===== src/hw/rtl/jfdm_pkg.sv =====
`timescale 1ns / 1ps
`default_nettype none
// Package for the joystick frame drive mixer: frame record type, back-end state
// encoding, frame marker constants and the mixing constants. No dependencies.
package jfdm_pkg;

    // Six-byte receive window and the frame markers.
    localparam int WIN_LEN = 6;
    localparam logic [7:0] START_MASK = 8'hF8;
    localparam logic [7:0] START_CODE = 8'hA8;
    localparam logic [7:0] END_MASK   = 8'h1F;
    localparam logic [7:0] END_CODE   = 8'h15;

    // Button bit positions within the end byte.
    localparam int NORTH_BIT  = 7;
    localparam int BUMP_R_BIT = 6;
    localparam int BUMP_L_BIT = 5;

    // Reset value of the dead band register.
    localparam logic [7:0] DEAD_BAND_RESET = 8'd15;

    // Depth of the queue between the front and back ends.
    localparam int QUEUE_DEPTH = 2;

    // Division by ten: floor(n / 10) = (n * 6554) >> 16 for n up to 3315.
    localparam logic [12:0] DIV10_RECIP = 13'd6554;
    // Division by 255: floor(t / 255) = (t * 263173) >> 26 for t below 2^18.
    localparam logic [18:0] DIV255_RECIP = 19'd263173;

    // Side factor numerator base: 1.6 * 510 less the 255 offset carried by x.
    localparam logic signed [10:0] FACTOR_BASE = 11'sd561;
    // Upper cap of the mixed drive value.
    localparam logic [8:0] DRIVE_CAP = 9'd255;

    // One decoded frame as it travels from the front to the back end.
    typedef struct packed {
        logic [7:0] stick_x;
        logic [7:0] stick_ly;
        logic [7:0] stick_ry;
        logic       north;
        logic       bump_r;
        logic       bump_l;
    } t_frame;

    // Back-end sequencer states.
    typedef enum logic [2:0] {
        BK_IDLE,
        BK_PREP,
        BK_DIV,
        BK_MUL,
        BK_SCALE
    } t_back_state;

    // A value strictly inside the dead band is forced to zero.
    function automatic logic signed [9:0] apply_band(input logic signed [9:0] v,
                                                     input logic [7:0] db);
        logic signed [9:0] dbs;
        dbs = $signed({2'b00, db});
        if ((v > -dbs) && (v < dbs)) begin
            return 10'sd0;
        end
        return v;
    endfunction

endpackage
`default_nettype wire


===== src/hw/rtl/jfdm_ifs.sv =====
`timescale 1ns / 1ps
`default_nettype none
// Valid/ready channel interfaces for received bytes and drive results.
// Depends on nothing.
interface jfdm_rx_if;
    logic       valid;
    logic       ready;
    logic [7:0] rx_byte;

    modport source (output valid, output rx_byte, input ready);
    modport sink   (input valid, input rx_byte, output ready);
endinterface

interface jfdm_drive_if;
    logic              valid;
    logic              ready;
    logic signed [9:0] left_drive;
    logic signed [9:0] right_drive;
    logic              tank_active;
    logic              dig_left_on;
    logic              dig_right_on;

    modport source (output valid, output left_drive, output right_drive,
                    output tank_active, output dig_left_on, output dig_right_on,
                    input ready);
    modport sink   (input valid, input left_drive, input right_drive,
                    input tank_active, input dig_left_on, input dig_right_on,
                    output ready);
endinterface
`default_nettype wire


===== src/hw/rtl/jfdm_front.sv =====
`timescale 1ns / 1ps
`default_nettype none
// Front end: slides the six-byte window over received bytes and detects frames.
// Depends on jfdm_pkg and jfdm_rx_if.
module jfdm_front (
    input  wire logic           i_clk,
    input  wire logic           i_rst_n,
    jfdm_rx_if.sink             i_rx,
    input  wire logic           i_full,
    output logic                o_push,
    output jfdm_pkg::t_frame    o_frame
);
    import jfdm_pkg::*;

    logic [7:0] r_win [WIN_LEN];
    logic [7:0] n_win [WIN_LEN];
    logic [2:0] r_held;
    logic [2:0] n_held;
    logic       accept;
    logic       frame_hit;

    // A byte is taken whenever the queue has room for a possible frame.
    assign i_rx.ready = !i_full;
    assign accept     = i_rx.valid && !i_full;

    // Window after this byte: fill while partial, otherwise drop the oldest.
    always_comb begin
        n_win  = r_win;
        n_held = r_held;
        if (r_held < 3'(WIN_LEN)) begin
            n_win[r_held] = i_rx.rx_byte;
            n_held        = r_held + 3'd1;
        end else begin
            for (int i = 0; i < WIN_LEN - 1; i++) begin
                n_win[i] = r_win[i + 1];
            end
            n_win[WIN_LEN - 1] = i_rx.rx_byte;
        end
    end

    // Frame check on the full window.
    assign frame_hit = accept && (n_held == 3'(WIN_LEN))
                       && ((n_win[0] & START_MASK) == START_CODE)
                       && ((n_win[WIN_LEN - 1] & END_MASK) == END_CODE);

    assign o_push           = frame_hit;
    assign o_frame.stick_x  = n_win[1];
    assign o_frame.stick_ly = n_win[2];
    assign o_frame.stick_ry = n_win[3];
    assign o_frame.north    = n_win[WIN_LEN - 1][NORTH_BIT];
    assign o_frame.bump_r   = n_win[WIN_LEN - 1][BUMP_R_BIT];
    assign o_frame.bump_l   = n_win[WIN_LEN - 1][BUMP_L_BIT];

    // Fill count; a frame empties the window.
    always_ff @(posedge i_clk) begin
        if (!i_rst_n) begin
            r_held <= 3'd0;
        end else if (accept) begin
            r_held <= frame_hit ? 3'd0 : n_held;
        end
    end

    // Window bytes are always written before they are examined.
    always_ff @(posedge i_clk) begin
        if (accept) begin
            r_win <= n_win;
        end
    end

endmodule
`default_nettype wire


===== src/hw/rtl/jfdm_queue.sv =====
`timescale 1ns / 1ps
`default_nettype none
// Short frame queue between the front and back ends.
// Depends on jfdm_pkg.
module jfdm_queue (
    input  wire logic             i_clk,
    input  wire logic             i_rst_n,
    input  wire logic             i_push,
    input  wire jfdm_pkg::t_frame i_frame,
    input  wire logic             i_pop,
    output logic                  o_full,
    output logic                  o_empty,
    output jfdm_pkg::t_frame      o_frame
);
    import jfdm_pkg::*;

    localparam int PTR_W = $clog2(QUEUE_DEPTH);
    localparam int CNT_W = $clog2(QUEUE_DEPTH + 1);

    t_frame             r_mem [QUEUE_DEPTH];
    logic [PTR_W-1:0]   r_wptr;
    logic [PTR_W-1:0]   r_rptr;
    logic [CNT_W-1:0]   r_count;
    logic               do_push;
    logic               do_pop;

    assign o_full  = (r_count == CNT_W'(QUEUE_DEPTH));
    assign o_empty = (r_count == '0);
    assign o_frame = r_mem[r_rptr];
    assign do_push = i_push && !o_full;
    assign do_pop  = i_pop && !o_empty;

    // Pointers and occupancy.
    always_ff @(posedge i_clk) begin
        if (!i_rst_n) begin
            r_wptr  <= '0;
            r_rptr  <= '0;
            r_count <= '0;
        end else begin
            if (do_push) begin
                r_wptr <= (r_wptr == PTR_W'(QUEUE_DEPTH - 1)) ? '0 : r_wptr + 1'b1;
            end
            if (do_pop) begin
                r_rptr <= (r_rptr == PTR_W'(QUEUE_DEPTH - 1)) ? '0 : r_rptr + 1'b1;
            end
            if (do_push && !do_pop) begin
                r_count <= r_count + 1'b1;
            end else if (do_pop && !do_push) begin
                r_count <= r_count - 1'b1;
            end
        end
    end

    // Entry storage.
    always_ff @(posedge i_clk) begin
        if (do_push) begin
            r_mem[r_wptr] <= i_frame;
        end
    end

endmodule
`default_nettype wire


===== src/hw/rtl/jfdm_back.sv =====
`timescale 1ns / 1ps
`default_nettype none
// Back end: mode and digger state, tank or arcade mixing in sequenced steps,
// and the result register. Depends on jfdm_pkg and jfdm_drive_if.
module jfdm_back (
    input  wire logic             i_clk,
    input  wire logic             i_rst_n,
    input  wire logic [7:0]       i_dead_band,
    input  wire logic             i_empty,
    input  wire jfdm_pkg::t_frame i_frame,
    output logic                  o_pop,
    jfdm_drive_if.source          o_drive
);
    import jfdm_pkg::*;

    t_back_state r_state;
    t_back_state n_state;

    // Mode and digger state.
    logic r_tank;
    logic r_prev_north;
    logic r_dig_l;
    logic r_dig_r;
    logic n_tank;
    logic n_dig_l;
    logic n_dig_r;

    // Datapath registers.
    logic signed [8:0]  r_x;
    logic signed [8:0]  r_y;
    logic signed [9:0]  r_tank_l;
    logic signed [9:0]  r_tank_r;
    logic [11:0]        r_absn;
    logic               r_neg;
    logic signed [9:0]  r_p;
    logic [8:0]         r_absp;
    logic [9:0]         r_fac;
    logic               r_sel_l;
    logic               r_sel_r;
    logic [17:0]        r_m;

    // Result register.
    logic               r_ovalid;
    logic signed [9:0]  r_left;
    logic signed [9:0]  r_right;
    logic               r_otank;
    logic               r_odig_l;
    logic               r_odig_r;

    // Combinational intermediates.
    logic               load;
    logic               out_free;
    logic               emit;
    logic signed [9:0]  x_w;
    logic signed [9:0]  y_w;
    logic signed [12:0] x13;
    logic signed [12:0] y13;
    logic signed [12:0] n_sum;
    logic [12:0]        abs_sum;
    logic [24:0]        prod10;
    logic [8:0]         q10;
    logic [8:0]         capped;
    logic signed [9:0]  x10;
    logic signed [9:0]  db10;
    logic signed [10:0] fac_w;
    logic [18:0]        prod_m;
    logic [35:0]        prod255;
    logic [9:0]         q255;
    logic signed [9:0]  scaled;
    logic signed [9:0]  mix_l;
    logic signed [9:0]  mix_r;

    assign out_free = !r_ovalid || o_drive.ready;
    assign load     = (r_state == BK_IDLE) && !i_empty;
    assign emit     = (r_state == BK_SCALE) && out_free;
    assign o_pop    = load;

    // Sequencer: one frame at a time through the mixing steps.
    always_comb begin
        n_state = r_state;
        case (r_state)
            BK_IDLE: begin
                if (!i_empty) begin
                    n_state = BK_PREP;
                end
            end
            BK_PREP:  n_state = BK_DIV;
            BK_DIV:   n_state = BK_MUL;
            BK_MUL:   n_state = BK_SCALE;
            BK_SCALE: begin
                if (out_free) begin
                    n_state = BK_IDLE;
                end
            end
            default:  n_state = BK_IDLE;
        endcase
    end

    always_ff @(posedge i_clk) begin
        if (!i_rst_n) begin
            r_state <= BK_IDLE;
        end else begin
            r_state <= n_state;
        end
    end

    // North edge toggles tank mode; bumpers set or clear the diggers.
    always_comb begin
        n_tank  = r_tank ^ (i_frame.north && !r_prev_north);
        n_dig_l = r_dig_l;
        n_dig_r = r_dig_r;
        if (i_frame.bump_l && i_frame.bump_r) begin
            n_dig_l = 1'b0;
            n_dig_r = 1'b0;
        end else if (i_frame.bump_l) begin
            n_dig_l = 1'b1;
        end else if (i_frame.bump_r) begin
            n_dig_r = 1'b1;
        end else begin
            n_dig_l = 1'b0;
            n_dig_r = 1'b0;
        end
    end

    always_ff @(posedge i_clk) begin
        if (!i_rst_n) begin
            r_tank       <= 1'b0;
            r_prev_north <= 1'b0;
            r_dig_l      <= 1'b0;
            r_dig_r      <= 1'b0;
        end else if (load) begin
            r_tank       <= n_tank;
            r_prev_north <= i_frame.north;
            r_dig_l      <= n_dig_l;
            r_dig_r      <= n_dig_r;
        end
    end

    // Load step: stick axes and tank drive values.
    assign x_w = $signed({1'b0, i_frame.stick_x, 1'b0}) - 10'sd255;
    assign y_w = 10'sd255 - $signed({1'b0, i_frame.stick_ly, 1'b0});

    // Prep step: magnitude of 10*y + 3*x.
    assign x13     = 13'(r_x);
    assign y13     = 13'(r_y);
    assign n_sum   = (y13 <<< 3) + (y13 <<< 1) + (x13 <<< 1) + x13;
    assign abs_sum = n_sum[12] ? 13'(-n_sum) : 13'(n_sum);

    // Div step: divide by ten, cap above, and pick the side factor.
    assign prod10 = r_absn * DIV10_RECIP;
    assign q10    = prod10[24:16];
    assign capped = (!r_neg && (q10 > DRIVE_CAP)) ? DRIVE_CAP : q10;
    assign x10    = 10'(r_x);
    assign db10   = $signed({2'b00, i_dead_band});
    assign fac_w  = (x10 > db10) ? (FACTOR_BASE - 11'(r_x)) : (FACTOR_BASE + 11'(r_x));

    // Mul step: magnitude of p times the side factor.
    assign prod_m = r_absp * r_fac;

    // Scale step: divide by 510 toward zero and select the sides.
    assign prod255 = r_m[17:1] * DIV255_RECIP;
    assign q255    = prod255[35:26];
    assign scaled  = r_neg ? -$signed(q255) : $signed(q255);
    assign mix_l   = r_sel_l ? scaled : r_p;
    assign mix_r   = r_sel_r ? scaled : r_p;

    // Datapath registers, advanced one step per state.
    always_ff @(posedge i_clk) begin
        case (r_state)
            BK_IDLE: begin
                if (load) begin
                    r_x      <= 9'(x_w);
                    r_y      <= 9'(apply_band(y_w, i_dead_band));
                    r_tank_l <= apply_band($signed({2'b00, 8'(~i_frame.stick_ly)}),
                                           i_dead_band);
                    r_tank_r <= apply_band($signed({2'b00, 8'(~i_frame.stick_ry)}),
                                           i_dead_band);
                end
            end
            BK_PREP: begin
                r_absn <= abs_sum[11:0];
                r_neg  <= n_sum[12];
            end
            BK_DIV: begin
                r_absp  <= capped;
                r_p     <= r_neg ? -$signed({1'b0, capped}) : $signed({1'b0, capped});
                r_fac   <= fac_w[9:0];
                r_sel_r <= (x10 > db10);
                r_sel_l <= (x10 < -db10);
            end
            BK_MUL: begin
                r_m <= prod_m[17:0];
            end
            default: begin
            end
        endcase
    end

    // Result register: loaded when a frame finishes, cleared when taken.
    always_ff @(posedge i_clk) begin
        if (!i_rst_n) begin
            r_ovalid <= 1'b0;
        end else if (emit) begin
            r_ovalid <= 1'b1;
        end else if (o_drive.ready) begin
            r_ovalid <= 1'b0;
        end
    end

    always_ff @(posedge i_clk) begin
        if (emit) begin
            r_left   <= r_tank ? r_tank_l : mix_l;
            r_right  <= r_tank ? r_tank_r : mix_r;
            r_otank  <= r_tank;
            r_odig_l <= r_dig_l;
            r_odig_r <= r_dig_r;
        end
    end

    assign o_drive.valid        = r_ovalid;
    assign o_drive.left_drive   = r_left;
    assign o_drive.right_drive  = r_right;
    assign o_drive.tank_active  = r_otank;
    assign o_drive.dig_left_on  = r_odig_l;
    assign o_drive.dig_right_on = r_odig_r;

endmodule
`default_nettype wire


===== src/hw/rtl/joystick_frame_drive_mixer_core.sv =====
`timescale 1ns / 1ps
`default_nettype none
// Top level of the joystick frame drive mixer: dead band register, front end,
// frame queue and back end. Depends on jfdm_pkg, jfdm_ifs and the jfdm modules.
//
//  Channel   | Dir | Handshake    | Transaction
//  ----------+-----+--------------+------------------------------------------
//  i_rx      | in  | valid/ready  | one received byte
//  o_drive   | out | valid/ready  | left/right drive, tank mode, digger bits
//  i_cfg_*   | in  | write enable | new dead band value
//
// Every byte is taken while the frame queue has room; a byte that completes a frame
// is pushed into a two-entry queue. The back end takes each frame through its steps in
// order (load, sum, divide by ten, multiply, scale by 1/510) and then waits in its last
// step for the result register to be free; a stalled output only holds the front once
// both queue entries are in use. Reset is synchronous and active low; it empties the
// window, queue and result register and sets the dead band to 15.
module joystick_frame_drive_mixer_core (
    input  wire logic       i_clk,
    input  wire logic       i_rst_n,
    input  wire logic       i_cfg_we,
    input  wire logic [7:0] i_cfg_wdata,
    jfdm_rx_if.sink         i_rx,
    jfdm_drive_if.source    o_drive
);
    import jfdm_pkg::*;

    logic [7:0] r_dead_band;
    logic       push;
    logic       pop;
    logic       full;
    logic       empty;
    t_frame     push_frame;
    t_frame     head_frame;

    // Dead band register.
    always_ff @(posedge i_clk) begin
        if (!i_rst_n) begin
            r_dead_band <= DEAD_BAND_RESET;
        end else if (i_cfg_we) begin
            r_dead_band <= i_cfg_wdata;
        end
    end

    // Byte window and frame detection.
    jfdm_front u_front (
        .i_clk   (i_clk),
        .i_rst_n (i_rst_n),
        .i_rx    (i_rx),
        .i_full  (full),
        .o_push  (push),
        .o_frame (push_frame)
    );

    // Frames waiting for the mixer.
    jfdm_queue u_queue (
        .i_clk   (i_clk),
        .i_rst_n (i_rst_n),
        .i_push  (push),
        .i_frame (push_frame),
        .i_pop   (pop),
        .o_full  (full),
        .o_empty (empty),
        .o_frame (head_frame)
    );

    // Mode state, mixing and result register.
    jfdm_back u_back (
        .i_clk       (i_clk),
        .i_rst_n     (i_rst_n),
        .i_dead_band (r_dead_band),
        .i_empty     (empty),
        .i_frame     (head_frame),
        .o_pop       (pop),
        .o_drive     (o_drive)
    );

endmodule
`default_nettype wire


===== src/flat_wrapper.sv =====
// flat-port wrapper written by rule: the top's interface ports become plain ports
module joystick_frame_drive_mixer_core_flat import jfdm_pkg::*;
  (i_clk, i_rst_n, i_cfg_we, i_cfg_wdata, i_rx_valid, i_rx_rx_byte, i_rx_ready, o_drive_valid, o_drive_left_drive, o_drive_right_drive, o_drive_tank_active, o_drive_dig_left_on, o_drive_dig_right_on, o_drive_ready);
  jfdm_rx_if i_rx_i ();
  jfdm_drive_if o_drive_i ();
  input  wire logic i_clk;
  input  wire logic i_rst_n;
  input  wire logic i_cfg_we;
  input  wire logic [7:0] i_cfg_wdata;
  input wire logic [$bits(i_rx_i.valid)-1:0] i_rx_valid;
  input wire logic [$bits(i_rx_i.rx_byte)-1:0] i_rx_rx_byte;
  output wire logic [$bits(i_rx_i.ready)-1:0] i_rx_ready;
  output wire logic [$bits(o_drive_i.valid)-1:0] o_drive_valid;
  output wire logic [$bits(o_drive_i.left_drive)-1:0] o_drive_left_drive;
  output wire logic [$bits(o_drive_i.right_drive)-1:0] o_drive_right_drive;
  output wire logic [$bits(o_drive_i.tank_active)-1:0] o_drive_tank_active;
  output wire logic [$bits(o_drive_i.dig_left_on)-1:0] o_drive_dig_left_on;
  output wire logic [$bits(o_drive_i.dig_right_on)-1:0] o_drive_dig_right_on;
  input wire logic [$bits(o_drive_i.ready)-1:0] o_drive_ready;
  assign i_rx_i.valid = i_rx_valid;
  assign i_rx_i.rx_byte = i_rx_rx_byte;
  assign i_rx_ready = i_rx_i.ready;
  assign o_drive_valid = o_drive_i.valid;
  assign o_drive_left_drive = o_drive_i.left_drive;
  assign o_drive_right_drive = o_drive_i.right_drive;
  assign o_drive_tank_active = o_drive_i.tank_active;
  assign o_drive_dig_left_on = o_drive_i.dig_left_on;
  assign o_drive_dig_right_on = o_drive_i.dig_right_on;
  assign o_drive_i.ready = o_drive_ready;
  joystick_frame_drive_mixer_core u_core (.i_clk(i_clk), .i_rst_n(i_rst_n), .i_cfg_we(i_cfg_we), .i_cfg_wdata(i_cfg_wdata), .i_rx(i_rx_i), .o_drive(o_drive_i));
endmodule

===== config.mk =====
export PLATFORM = sky130hd
export DESIGN_NAME = joystick_frame_drive_mixer_core_flat
export DESIGN_NICKNAME = d
export VERILOG_FILES = /design/src/hw/rtl/jfdm_pkg.sv /design/src/hw/rtl/jfdm_ifs.sv /design/src/hw/rtl/jfdm_front.sv /design/src/hw/rtl/jfdm_queue.sv /design/src/hw/rtl/jfdm_back.sv /design/src/hw/rtl/joystick_frame_drive_mixer_core.sv /design/src/flat_wrapper.sv
export SDC_FILE = /design/constraint.sdc
export NUM_CORES = 1
export LEC_CHECK = 0
export BUFFER_PORTS_ARGS = -buffer_cell sky130_fd_sc_hd__buf_4
export CELL_PAD_IN_SITES_DETAIL_PLACEMENT = 1
export CELL_PAD_IN_SITES_GLOBAL_PLACEMENT = 2
export CORE_MARGIN = 5
export CORE_UTILIZATION = 47
export CTS_CLUSTER_DIAMETER = 50
export DETAILED_ROUTE_END_ITERATION = 6
export GPL_ROUTABILITY_DRIVEN = 0
export PLACE_DENSITY = 0.95
export REMOVE_ABC_BUFFERS = 1
export SETUP_SLACK_MARGIN = 0.1
export SKIP_CTS_REPAIR_TIMING = 1
export SYNTH_ARGS = -nofsm -noshare
export SYNTH_HDL_FRONTEND = slang
export SYNTH_HIERARCHICAL = 1
export SYNTH_SLANG_ARGS = --single-unit

===== constraint.sdc =====
create_clock -name i_clk -period 9.3 [get_ports i_clk]
set_input_delay 2.79 -clock i_clk [delete_from_list [all_inputs] [get_ports i_clk]]
set_output_delay 2.79 -clock i_clk [all_outputs]
set_load 0.05 [all_outputs]

# ---- After elaboration in Yosys (flattened, before gate mapping)
# Memories as Yosys holds them, arrays and structs flattened. A register that Yosys moved wholly into a read port is not among the register bits.
# Cells that the tools add are included.
dict set report totals {
  mem_count 1
  input_bits 21
  ramBits 54
  output_inout_bits 25
  ff_bits 190
}
dict set report classes {
  order_cmp 12
  n_eq_ne 12
  addsub 16
  reduce_logical 33
  n_mux 49
  mul 3
  n_bitwise 4
}
# name depth width read_ports rd_clocked_by_memory_dff write_ports line
set mem_list {}
lappend mem_list {u_core.u_queue.r_mem 2 27 1 1 1 jfdm_queue.sv:20} ;# t_frame r_mem [QUEUE_DEPTH];
# operator n
set ops {}
lappend ops {{two-way mux 8 bit} 7}
lappend ops {{bitwise mux 48 bit} 1}
lappend ops {{two-way mux 48 bit} 1}
lappend ops {{two-way mux 10 bit} 4}
lappend ops {{multiplier 17 x 19 -> 36 bit, second input constant} 1}
lappend ops {{two-way mux 9 bit} 4}
lappend ops {{demux 8 bit (select 3 bit)} 1}
lappend ops {{multiplier 12 x 12 -> 24 bit, second input constant} 1}
lappend ops {{two-way mux 1 bit} 23}
lappend ops {{> comparator 9 x 10 -> 1 bit} 2}
lappend ops {{multiplier 9 x 10 -> 18 bit} 1}
lappend ops {{logical AND 1 bit} 17}
lappend ops {{< comparator 8 bit} 2}
lappend ops {{inverter 8 bit} 2}
lappend ops {{case mux 3 bit (5 select lines)} 1}
lappend ops {{adder 12 x 10 -> 13 bit} 1}
lappend ops {{adder 13 x 10 -> 13 bit} 1}
lappend ops {{adder 13 x 9 -> 13 bit} 1}
lappend ops {{two-way mux 12 bit} 1}
lappend ops {{two-way mux 3 bit} 4}
lappend ops {{negation 12 bit} 1}
lappend ops {{adder 10 x 9 -> 10 bit, first input constant} 1}
lappend ops {{equality test 5 bit, second input constant} 2}
lappend ops {{> comparator 10 bit} 1}
lappend ops {{33 further kinds} 48}

# ---- Depth between registers and ports, before layout
# Gate-level depths: netlist of run 1.
dict set report logic_depth {
  ltp_word 15
  ltp_mapped 26
  mapped_depth_nobuf 26
}

# ---- Hierarchy
# Netlist of run 1, hierarchy kept.
# mod cells_per_inst area_each_um2 n_inst seq_area_each_um2
set by_module_without_submodules {}
lappend by_module_without_submodules {jfdm_back 1448 14682.8 1 3583.4}
lappend by_module_without_submodules {jfdm_front 290 2894.0 1 1411.4}
lappend by_module_without_submodules {jfdm_queue 109 2179.6 1 1721.7}
lappend by_module_without_submodules {joystick_frame_drive_mixer_core 25 291.5 1 160.2}

# ---- Worst setup path before layout of run 1
# Ideal clock, no wire load.
dict set report synth_path {
  path_type {register to register}
  start {register u_core.u_back.r_absn[4]}
  end {register u_core.u_back.r_p[8] (data pin)}
  stages_incl_launch_ff 27
  setup_ns 0.257
  period_less_slack_ns 6.432
  arrival_time_ns 6.176
  required_time_ns 9.043
  path_buffers 0
  setup_slack_ns 2.868
  cell_sequence {edfxtp_1 -> ha_1 -> inv_1 -> fa_1 -> inv_1 -> fa_1 -> fa_1 -> inv_1 -> fa_1 -> inv_1 -> ha_1 -> a21oi_1 -> o21ai_1 -> a22o_1 -> a211oi_2 -> a21oi_1 -> a41oi_1 -> xor2_2 -> or2_2 -> nand2_1 -> inv_1 -> ha_1 -> o21ai_0 -> or3_1 -> nor4_1 -> xnor2_1 -> nor2_1}
}
dict set report synth_between {
  elab_chain_cells 6
}
# element line
set synth_lines {}
lappend synth_lines {{from (decl)} jfdm_back.sv:33} ;# logic [11:0] r_absn;
lappend synth_lines {{from (signal assigned)} jfdm_back.sv:181} ;# r_absn <= abs_sum[11:0];
lappend synth_lines {{multiplier 12 x 12 -> 24 bit *} jfdm_back.sv:150} ;# assign prod10 = r_absn * DIV10_RECIP;
lappend synth_lines {{> comparator 9 x 8 -> 1 bit} jfdm_back.sv:152} ;# assign capped = (!r_neg && (q10 > DRIVE_CAP)) ? DRIVE_CAP : q10;
lappend synth_lines {{logical AND 1 bit} jfdm_back.sv:152}
lappend synth_lines {{two-way mux 9 bit *} jfdm_back.sv:152}
lappend synth_lines {{net u_core.u_back.capped[1]} jfdm_back.sv:62} ;# logic [8:0] capped;
lappend synth_lines {{negation 9 -> 10 bit *} jfdm_back.sv:186} ;# r_p <= r_neg ? -$signed({1'b0, capped}) : $signed({1'b0, capped});
lappend synth_lines {{two-way mux 9 bit *} jfdm_back.sv:186}
lappend synth_lines {{to (signal assigned)} jfdm_back.sv:186}
lappend synth_lines {{to (decl)} jfdm_back.sv:35} ;# logic signed [9:0] r_p;
# Mark *: on every way through the listed nets, which the timed path passes. The rest lies on a longest branch.
# A chain may end at the register's enable or synchronous reset.

# ---- Final worst setup path of run 1
dict set report layout_path {
  start {register u_core.u_back.r_absn[3]}
  end {register u_core.u_back.r_p[8] (data pin)}
}
# Same word-level chain as after synthesis.

==> run_results.csv, run 1 <==
group,metric,value,unit
routing,route.detailed.drc,0,
routing,wl_per_cell,21.0,um
yosys,ys.flop_type,"edfxtp_1",
floorplan,num_rows,75,
placement,place_area,0.0207,sq mm
clock_tree,cts_sinks,237,
yosys,synth_edf_count,213,
clock_tree,clock_latency,0.56,ns
yosys,synth_most_common_cell,"ha_1",
routing,firstDrtPassIters,5,
yosys,synthDistinctLibCells,84,
status,status,"completed",
yosys,synth_area,0.0200,sq mm
yosys,synthArstFlopShare,0,
floorplan,die_area,0.0469,sq mm
placement,portBuffers,45,
power_and_ir_drop,total_power,2.54,mW
global_routing,grt_antenna_before_repair,0,
setup_path,crit_arrival,7.71,ns
timing,fin_crit_sh,0.797,
setup_path,crit_fanout,10,
yosys,yosys_register_bits,237,
timing,max_slew.worst_pin.slew,1.20,ns
timing,fmax,0.135,GHz
global_routing,grt_usage,0.220,
power_and_ir_drop,vdd_drop_max,0.000155,V
setup_path,cp-start-kind,"register",
yosys,ys_warn_count,6,
routing,drt_iter0_markers,770,
clock_tree,path_clk_slew,0.06,ns
floorplan,coreArea,0.0420,sq mm
clock_tree,cts_tree,"yes",
floorplan,start_util,0.477,
floorplan,die_h,217,um
clock_tree,cts-root-buf,"clkbuf_16",
global_routing,first_global_vias,15407,
setup_path,path_class,"reg2reg",
placement,place.detailed.hpwl,39.3,mm
routing,viasPerCell,5.69,
run,maxCapViolations,0,
power_and_ir_drop,power.leakage,9.66,nW
layout,drive_above_1_share,0.0885,
routing,wl,51.5,mm
routing,ant_nets,0,
yosys,synthCells,1872,
routing,vias,13932,
layout,fin_util,0.517,
setup_path,cpPeakStageDelay,0.56,ns
yosys,ys_top_cells_by_area,"edfxtp_1, ha_1, fa_1",
timing,maxSlewViolCount,0,
global_routing,grt_remaining_overflow,0,
setup_path,cpMostUsedCell,"inv_1",
setup_path,crit_path_top_delay_cell,"fa_1",
yosys,yosysSeqAreaShare,0.343,
yosys,synth_area_leader_cell,"edfxtp_1",
setup_path,required,9.60,ns
yosys,netlist.area_leader.share,0.319,
global_routing,grt_pass1_wl,83.5,mm
layout,antennaDiodeCount,0,
timing,tns,0,ns
global_routing,grt_max_degree,51,
power_and_ir_drop,power.density,117,mW/mm^2
setup_path,end_kind,"register",
layout,finalInstanceArea,0.0217,sq mm
timing,finClkSkew,0.0209,ns
yosys,synth_commonest_cells,"ha_1, inv_1, edfxtp_1",
floorplan,io_pins,46,
clock_tree,cts_buffers,31,
timing,rsz0062_at_grt,"no",
floorplan,die_w,217,um
min_path,hold_path_class,"reg2reg",
clock_tree,clock_path_buffers,3,
layout,layout.nets,2327,
timing,report.final.setup_viol,0,
timing,relSlewSlack,0.199,
yosys,syn_area_per_cell,10.7,sq um
clock_tree,h-tree-depth,1,
timing,fin_crit,7.41,ns
timing,finalHoldViolCount,0,
layout,syn2layout_area_growth,8.46,%
[cell families after synthesis]
group	synth area share
adder cells (fa/ha/maj)	0.305
AND/OR/NAND/NOR	0.101
buffers and inverters	0.0716
AO/OA/AOI/OAI	0.107
flip-flops	0.343
XOR/XNOR	0.0353
multiplexers	0.0373
[power breakdown]
| part | total, mW | internal, mW | switching, mW |
|---|---|---|---|
| logic | 0.144 | 0.0554 | 0.0883 |
| clock network | 1.20 | 0.687 | 0.515 |
| registers | 1.20 | 1.18 | 0.0170 |
| total | 2.54 | 1.92 | 0.620 |
[final timing paths]
| path | start | end | slack [ns] | cells past startpoint |
|---|---|---|---|---|
| setup / recovery | u_core/u_back/r_absn[3] | u_core/u_back/r_p[8] | 1.89 | 26 |
| setup reg to reg | u_core/u_back/r_absn[3] | u_core/u_back/r_p[8] | 1.89 | 26 |
| hold / removal | u_core/u_back/r_dig_r | u_core/u_back/o_drive.dig_right_on | 0.45 | 0 |
| hold reg to reg | u_core/u_back/r_dig_r | u_core/u_back/o_drive.dig_right_on | 0.45 | 0 |
[metal layers]
metal  vias up  global-route usage  part of all wire
li1       6535                   -                 -
met1      6987               0.272              0.41
met2       307               0.404              0.52
met3       103              0.0188             0.033
met4         0              0.0755             0.039
met5         -                   0                 0
[area by class of cell]
cell class              instances  area [sq um]
flip-flops and latches        237          6880
clock buffers                  32           779
inverters                     258           968
clock inverters                26           260
multi-input cells            1298         11700
repair buffers                 58           435
fillers                      4497         20300
well taps                     539           674
[cells in the final DEF (no fill, tap or decap), types with 19 or more instances in the layout]
cell type,count
edfxtp_1,213
nor2_1,95
ha_1,311
nand3_1,19
nor2b_1,28
and2_1,38
inv_1,254
nand2_1,132
buf_4,58
mux2_2,29
mux2i_1,33
o21ai_0,53
dfxtp_1,24
fa_1,111
a21oi_1,70
o21ai_1,21
nand2b_1,20
clkbuf_16,31
o21a_1,33
xnor2_1,67
[through the flow]
stage	setup slack, ns	hold slack (ns)	cells
after floorplan	2.86	0.402	1793
after global placement	2.33	0.412	2390
after detailed placement	2.04	0.422	2390
after CTS	1.97	0.443	2448
after global routing	1.55	0.465	2448
final	1.89	0.450	2448
[critical path: cells and delay by family, from the launching register on]
kind,cells,cell delay (ns)
AOI/OAI and AO/OA,7,1.68
xor gates and xnor gates,2,0.62
adders and majority gates,7,2.99
buffers and inverters,5,0.34
DFF,1,0.47
and+or+nand+nor,5,1.05
[state kept, by name (all words and copies together) (netlist names), 2 cells and up, named ones only]
name and cells:
u_core/u_back/r_tank_r 8, u_core/u_queue/r_count 2, u_core/u_back/r_absn 11, u_core/u_front/r_held 3
u_core/u_back/r_absp 8, u_core/u_back/r_tank_l 8, u_core/u_back/r_state 3, u_core/u_back/r_m 17
u_core/u_back/r_p 10, u_core/u_back/o_drive.right_drive 10, u_core/u_queue/r_mem 54, u_core/r_dead_band 8
u_core/u_front/r_win 45, u_core/u_back/r_x 8, u_core/u_back/r_y 9, u_core/u_back/o_drive.left_drive 10
u_core/u_back/r_fac 9
Power figures use the tool's default switching activity.
==> run 2, diff against run 1 <==
--- a/config.mk
+++ b/config.mk
@@ -9,11 +9,11 @@
 export CELL_PAD_IN_SITES_DETAIL_PLACEMENT = 1
 export CELL_PAD_IN_SITES_GLOBAL_PLACEMENT = 2
 export CORE_MARGIN = 5
-export CORE_UTILIZATION = 47
+export CORE_UTILIZATION = 39
 export CTS_CLUSTER_DIAMETER = 50
 export DETAILED_ROUTE_END_ITERATION = 6
 export GPL_ROUTABILITY_DRIVEN = 0
-export PLACE_DENSITY = 0.95
+export PLACE_DENSITY = 0.85
 export REMOVE_ABC_BUFFERS = 1
 export SETUP_SLACK_MARGIN = 0.1
 export SKIP_CTS_REPAIR_TIMING = 1
==> constraint.sdc (replaced) <==
create_clock -name i_clk -period 6.6 [get_ports i_clk]
set_input_delay 1.98 -clock i_clk [delete_from_list [all_inputs] [get_ports i_clk]]
set_output_delay 1.98 -clock i_clk [all_outputs]
set_load 0.05 [all_outputs]
==> run_results.csv, run 2 (same netlist as run 1, synthesis figures left out) <==
group,metric,value,unit
clock_tree,clock_path_buffers,3,
min_path,hold_path_class,"reg2reg",
clock_tree,clock_latency,0.59,ns
timing,fin_crit,6.22,ns
layout,layout.nets,2341,
layout,syn2layout_area_growth,10.2,%
routing,firstDrtPassIters,5,
setup_path,cp-start-kind,"register",
setup_path,crit_path_top_delay_cell,"fa_1",
setup_path,cpPeakStageDelay,0.56,ns
placement,place.detailed.hpwl,39.5,mm
clock_tree,path_clk_slew,0.06,ns
timing,fin_crit_sh,0.943,
timing,finClkSkew,0.0211,ns
layout,fin_util,0.432,
floorplan,start_util,0.392,
timing,rsz0062_at_grt,"no",
layout,largest_register,"u_core/u_queue/r_mem",
layout,largest_reg_flops,54,
power_and_ir_drop,power.density,157,mW/mm^2
power_and_ir_drop,vdd_drop_max,0.000205,V
setup_path,rr_worst_depth,26,
routing,route.detailed.drc,0,
clock_tree,cts_tree,"yes",
placement,portBuffers,45,
timing,report.final.setup_viol,0,
global_routing,grt_pass1_wl,81.8,mm
run,maxCapViolations,0,
power_and_ir_drop,power.leakage,9.71,nW
routing,ant_nets,0,
setup_path,r2r_slack,0.38,ns
layout,largest_registers,"u_core/u_queue/r_mem: 54 flops, u_core/u_front/r_win: 45 flops, u_core/u_back/r_m: 17 flops",
clock_tree,h-tree-depth,1,
global_routing,grt_antenna_before_repair,0,
setup_path,cp_top_family,"adder cells",
setup_path,required,6.87,ns
min_path,worstHoldStart,"u_core/u_back/r_dig_l",
global_routing,grt_usage,0.179,
min_path,min_path_cells,0,
floorplan,die_area,0.0560,sq mm
global_routing,grt_remaining_overflow,0,
setup_path,crit_fanout,4,
timing,tns,0,ns
timing,finalHoldViolCount,0,
routing,wl,50.2,mm
floorplan,num_rows,83,
routing,vias,13672,
clock_tree,cts-root-buf,"clkbuf_16",
global_routing,first_global_vias,14987,
setup_path,path_class,"reg2reg",
layout,final_common_cell,"ha_1",
floorplan,die_w,237,um
setup_path,crit_start,"u_core/u_back/r_absn[6]",
status,status,"completed",
timing,relSlewSlack,0.228,
routing,viasPerCell,5.26,
routing,drt_iter0_markers,543,
setup_path,rr_endpoint,"u_core/u_back/r_p[6]",
power_and_ir_drop,total_power,3.48,mW
floorplan,die_h,237,um
layout,drive_above_1_share,0.104,
timing,max_slew.worst_pin.slew,1.16,ns
setup_path,reg2reg_from,"u_core/u_back/r_absn[6]",
min_path,min_to,"u_core/u_back/o_drive.dig_left_on",
clock_tree,cts_buffers,30,
setup_path,crit_arrival,6.50,ns
clock_tree,cts_sinks,237,
setup_path,critPathBufInv,4,
routing,wl_per_cell,19.3,um
layout,layout.cells.most_common_list,"ha_1, inv_1, edfxtp_1",
timing,fmax,0.161,GHz
floorplan,coreArea,0.0511,sq mm
timing,maxSlewViolCount,0,
floorplan,io_pins,46,
setup_path,end_kind,"register",
global_routing,grt_max_degree,51,
layout,antennaDiodeCount,0,
==> run 2: cell types whose count changed in the layout (fill, tap and decap cells not counted), moves of 3 or more <==
| cell | change |
|---|---|
| a21oi_1 | -4 |
| inv_6 | -5 |
| ha_1 | -6 |
| buf_4 | +13 |
| ha_4 | +4 |
| a21oi_2 | +4 |
| clkbuf_1 | +3 |
==> run 2: power by group <==
| group | internal [mW] | leakage (nW) | switching (mW) |
|---|---|---|---|
| logic | 0.0779 | 7.08 | 0.121 |
| clock network | 0.892 | 0.465 | 0.698 |
| registers | 1.67 | 2.16 | 0.0220 |
| total | 2.64 | 9.71 | 0.841 |
==> run 2: worst register-to-register path, delay by kind of cell, from the launching register on <==
kind | cells | cell delay, ns
compound gates | 8 | 1.27
xor+xnor | 4 | 0.66
fa+ha+maj | 6 | 2.46
buf+inv | 4 | 0.34
flops | 1 | 0.42
simple gates | 4 | 0.77
==> run 2: worst max-delay path by stage <==
stage	to	cells past startpoint
floorplan	u_core/u_back/r_p[8]	26
global placement	u_core/u_back/r_p[8]	25
detailed placement	u_core/u_back/r_p[8]	25
CTS	u_core/u_back/r_p[8]	25
finish	u_core/u_back/r_p[6]	26
global route	u_core/u_back/r_p[6]	27
==> run 2: area by class of cell <==
| class | count | area [sq um] |
|---|---|---|
| Clock buffer | 34 | 766 |
| Clock inverter | 21 | 196 |
| Fill cell | 5632 | 29000 |
| Inverter | 258 | 968 |
| Multi-Input combinational cell | 1298 | 11900 |
| Sequential cell | 237 | 6880 |
| Tap cell | 680 | 851 |
| Timing Repair Buffer | 73 | 556 |
==> run 2: layer usage <==
layer	global-route usage	routed length, um	up-vias
li1	-	-	6547
met1	0.226	21600	6878
met2	0.327	26000	177
met3	0.0200	1440	70
met4	0.0448	1150	0
met5	0	0	-
==> run 2: stage by stage <==
step	cell area, sq um	setup WS, ns	hold slack (ns)	std cells
4_1_cts	21900	0.0683	0.444	2597
2_1_floorplan	19600	0.164	0.402	1793
3_5_place_dp	21000	0.122	0.425	2542
6_report	22100	0.376	0.442	2601
5_1_grt	22100	0.0704	0.457	2601
3_3_place_gp	21000	0.248	0.413	2542
==> run 3, diff against run 2 <==
--- a/config.mk
+++ b/config.mk
@@ -5,15 +5,16 @@
 export SDC_FILE = /design/constraint.sdc
 export NUM_CORES = 1
 export LEC_CHECK = 0
+export ABC_AREA = 1
 export BUFFER_PORTS_ARGS = -buffer_cell sky130_fd_sc_hd__buf_4
 export CELL_PAD_IN_SITES_DETAIL_PLACEMENT = 1
 export CELL_PAD_IN_SITES_GLOBAL_PLACEMENT = 2
 export CORE_MARGIN = 5
-export CORE_UTILIZATION = 39
+export CORE_UTILIZATION = 37
 export CTS_CLUSTER_DIAMETER = 50
 export DETAILED_ROUTE_END_ITERATION = 6
 export GPL_ROUTABILITY_DRIVEN = 0
-export PLACE_DENSITY = 0.85
+export PLACE_DENSITY = 0.86
 export REMOVE_ABC_BUFFERS = 1
 export SETUP_SLACK_MARGIN = 0.1
 export SKIP_CTS_REPAIR_TIMING = 1
==> run_results.csv, run 3 <==
group,metric,value,unit
status,status,"completed",
floorplan,die_w,249,um
timing,maxSlewViolCount,0,
timing,fin_crit,5.73,ns
setup_path,crit_fanout,9,
layout,drive_above_1_share,0.0853,
layout,layout.cells.most_common_list,"nand2_1, inv_1, ha_1",
global_routing,grt_pass1_wl,90.0,mm
power_and_ir_drop,power.density,163,mW/mm^2
power_and_ir_drop,comb_power_share,0.050,
yosys,netlist.area_leader.share,0.303,
min_path,worstHoldStart,"u_core/u_back/r_dig_l",
floorplan,die_area,0.0619,sq mm
clock_tree,cts_buffers,35,
yosys,synth_area,0.0211,sq mm
timing,tns,0,ns
layout,final_common_cell,"nand2_1",
setup_path,cp-start-kind,"register",
layout,fillCellCount,6679,
timing,relSlewSlack,0.220,
power_and_ir_drop,clkPwrFrac,0.508,
power_and_ir_drop,power_switching,883,uW
yosys,synthCells,2355,
global_routing,grt_usage,0.177,
global_routing,first_global_vias,17152,
yosys,ys_top_cells_by_area,"edfxtp_1, ha_1, fa_1",
timing,finClkSkew,0.0349,ns
setup_path,crit_start,"u_core/u_back/r_absn[3]",
placement,place_area,0.0220,sq mm
timing,rsz0062_at_grt,"no",
layout,layout.nets,2819,
timing,fmax,0.175,GHz
run,maxCapViolations,0,
yosys,ys.flop_type,"edfxtp_1",
floorplan,coreArea,0.0564,sq mm
routing,vias,15583,
power_and_ir_drop,p_sw_frac,0.233,
yosys,synth_edf_count,213,
power_and_ir_drop,power.leakage,11.4,nW
setup_path,reg2reg_from,"u_core/u_back/r_absn[3]",
setup_path,end_kind,"register",
power_and_ir_drop,internal_power,2.90,mW
routing,route.detailed.drc,0,
clock_tree,h-tree-depth,2,
yosys,synthDistinctLibCells,64,
timing,max_slew.worst_pin.slew,1.17,ns
yosys,synthArstFlopShare,0,
yosys,ys_warn_count,6,
setup_path,crit_arrival,6.01,ns
floorplan,io_pins,46,
layout,syn2layout_area_growth,10.1,%
yosys,yosys_register_bits,237,
layout,finalInstanceArea,0.0232,sq mm
yosys,synth_commonest_cells,"nand2_1, inv_1, ha_1",
layout,antennaDiodeCount,0,
global_routing,grt_antenna_before_repair,0,
clock_tree,clock_latency,0.55,ns
routing,drt_iter0_markers,637,
clock_tree,cts_tree,"yes",
floorplan,start_util,0.374,
yosys,synth_area_leader_cell,"edfxtp_1",
routing,wl,54.7,mm
layout,largest_reg_flops,54,
layout,largest_registers,"u_core/u_queue/r_mem: 54 flops, u_core/u_front/r_win: 45 flops, u_core/u_back/r_m: 17 flops",
yosys,yosysSeqAreaShare,0.326,
floorplan,num_rows,87,
routing,ant_nets,0,
clock_tree,cts_sinks,237,
timing,fin_crit_sh,0.868,
global_routing,grt_max_degree,41,
timing,finalHoldViolCount,0,
yosys,syn_area_per_cell,8.95,sq um
setup_path,path_class,"reg2reg",
placement,place.detailed.hpwl,44.7,mm
clock_tree,path_clk_slew,0.06,ns
power_and_ir_drop,seq_power_share,0.443,
power_and_ir_drop,vdd_drop_max,0.000170,V
routing,firstDrtPassIters,5,
layout,largest_register,"u_core/u_queue/r_mem",
placement,portBuffers,45,
yosys,synth_most_common_cell,"nand2_1",
routing,wl_per_cell,17.3,um
setup_path,required,6.88,ns
clock_tree,clock_path_buffers,3,
clock_tree,cts-root-buf,"clkbuf_16",
routing,viasPerCell,4.93,
floorplan,die_h,249,um
timing,report.final.setup_viol,0,
min_path,hold_path_class,"reg2reg",
global_routing,grt_remaining_overflow,0,
[run 3: power by group through the flow]
stage	registers [mW]	logic (mW)	clock network, mW
6_report	1.68	0.188	1.92
5_1_grt	1.68	0.210	2.05
4_1_cts	1.68	0.189	1.98
3_5_place_dp	1.71	0.186	0
3_3_place_gp	1.71	0.174	0
2_1_floorplan	1.70	0.120	0
[run 3: final cells by class]
cell class | instances | area [sq um] | share of cell area
Inverter | 464 | 1740 | 0.0750
Timing Repair Buffer | 54 | 405 | 0.0175
Multi-Input combinational cell | 1584 | 12000 | 0.519
Tap cell | 756 | 946 | 0.0407
Sequential cell | 237 | 6880 | 0.296
Clock inverter | 22 | 283 | 0.0122
Clock buffer | 42 | 922 | 0.0397
[run 3: path summary, 6_finish.rpt]
kind	end	slack [ns]	depth (start not counted)
setup / recovery	u_core/u_back/r_p[8]	0.87	27
hold / removal	u_core/u_back/o_drive.dig_left_on	0.45	0
setup reg to reg	u_core/u_back/r_p[8]	0.87	27
hold reg to reg	u_core/u_back/o_drive.dig_left_on	0.45	0
[run 3: cell families (layout without fill, tap and decap cells)]
family | Yosys count | in the layout | share of synthesized area
multiplexers | 27 | 27 | 0.0180
buffers and inverters | 534 | 582 | 0.104
flip-flops | 237 | 237 | 0.326
adder cells (fa/ha/maj) | 422 | 422 | 0.290
AND/OR/NAND/NOR | 820 | 820 | 0.164
XOR/XNOR | 59 | 59 | 0.0249
AO/OA/AOI/OAI | 256 | 256 | 0.0727
[run 3: per-stage QoR]
step / power (mW) / std cells / hold WS (ns) / setup WS [ns] / util
final: 3.79 / 3159 / 0.452 / 0.874 / 0.412
after global routing: 3.94 / 3159 / 0.463 / 0.460 / 0.412
after CTS: 3.84 / 3159 / 0.451 / 0.817 / 0.412
after detailed placement: 1.89 / 3095 / 0.430 / 0.867 / 0.390
after global placement: 1.88 / 3095 / 0.431 / 1.06 / 0.390
after floorplan: 1.82 / 2285 / 0.409 / 0.452 / -
[run 3: worst max-delay path, stage by stage (launching register included)]
cell and delay [ns]:
edfxtp_1 0.48, ha_1 0.38, inv_1 0.09, fa_1 0.50, inv_1 0.05, fa_1 0.50
fa_1 0.56, inv_1 0.06, fa_1 0.54, inv_1 0.05, ha_1 0.33, a21oi_1 0.19
a21boi_2 0.26, nand2_1 0.08, nand2_1 0.07, nand3_2 0.08, xor2_2 0.18, nand2_4 0.14
nand2_1 0.10, inv_1 0.09, ha_1 0.18, nand2_1 0.08, nor2_1 0.13, nand2_1 0.09
inv_2 0.08, nand3b_1 0.07, nand2_1 0.07, inv_1 0.04
[run 3: routing by layer]
metal,share of wire,global-route usage
met5,0,0
met4,0.023,0.0456
met3,0.027,0.0194
met2,0.50,0.319
met1,0.45,0.227
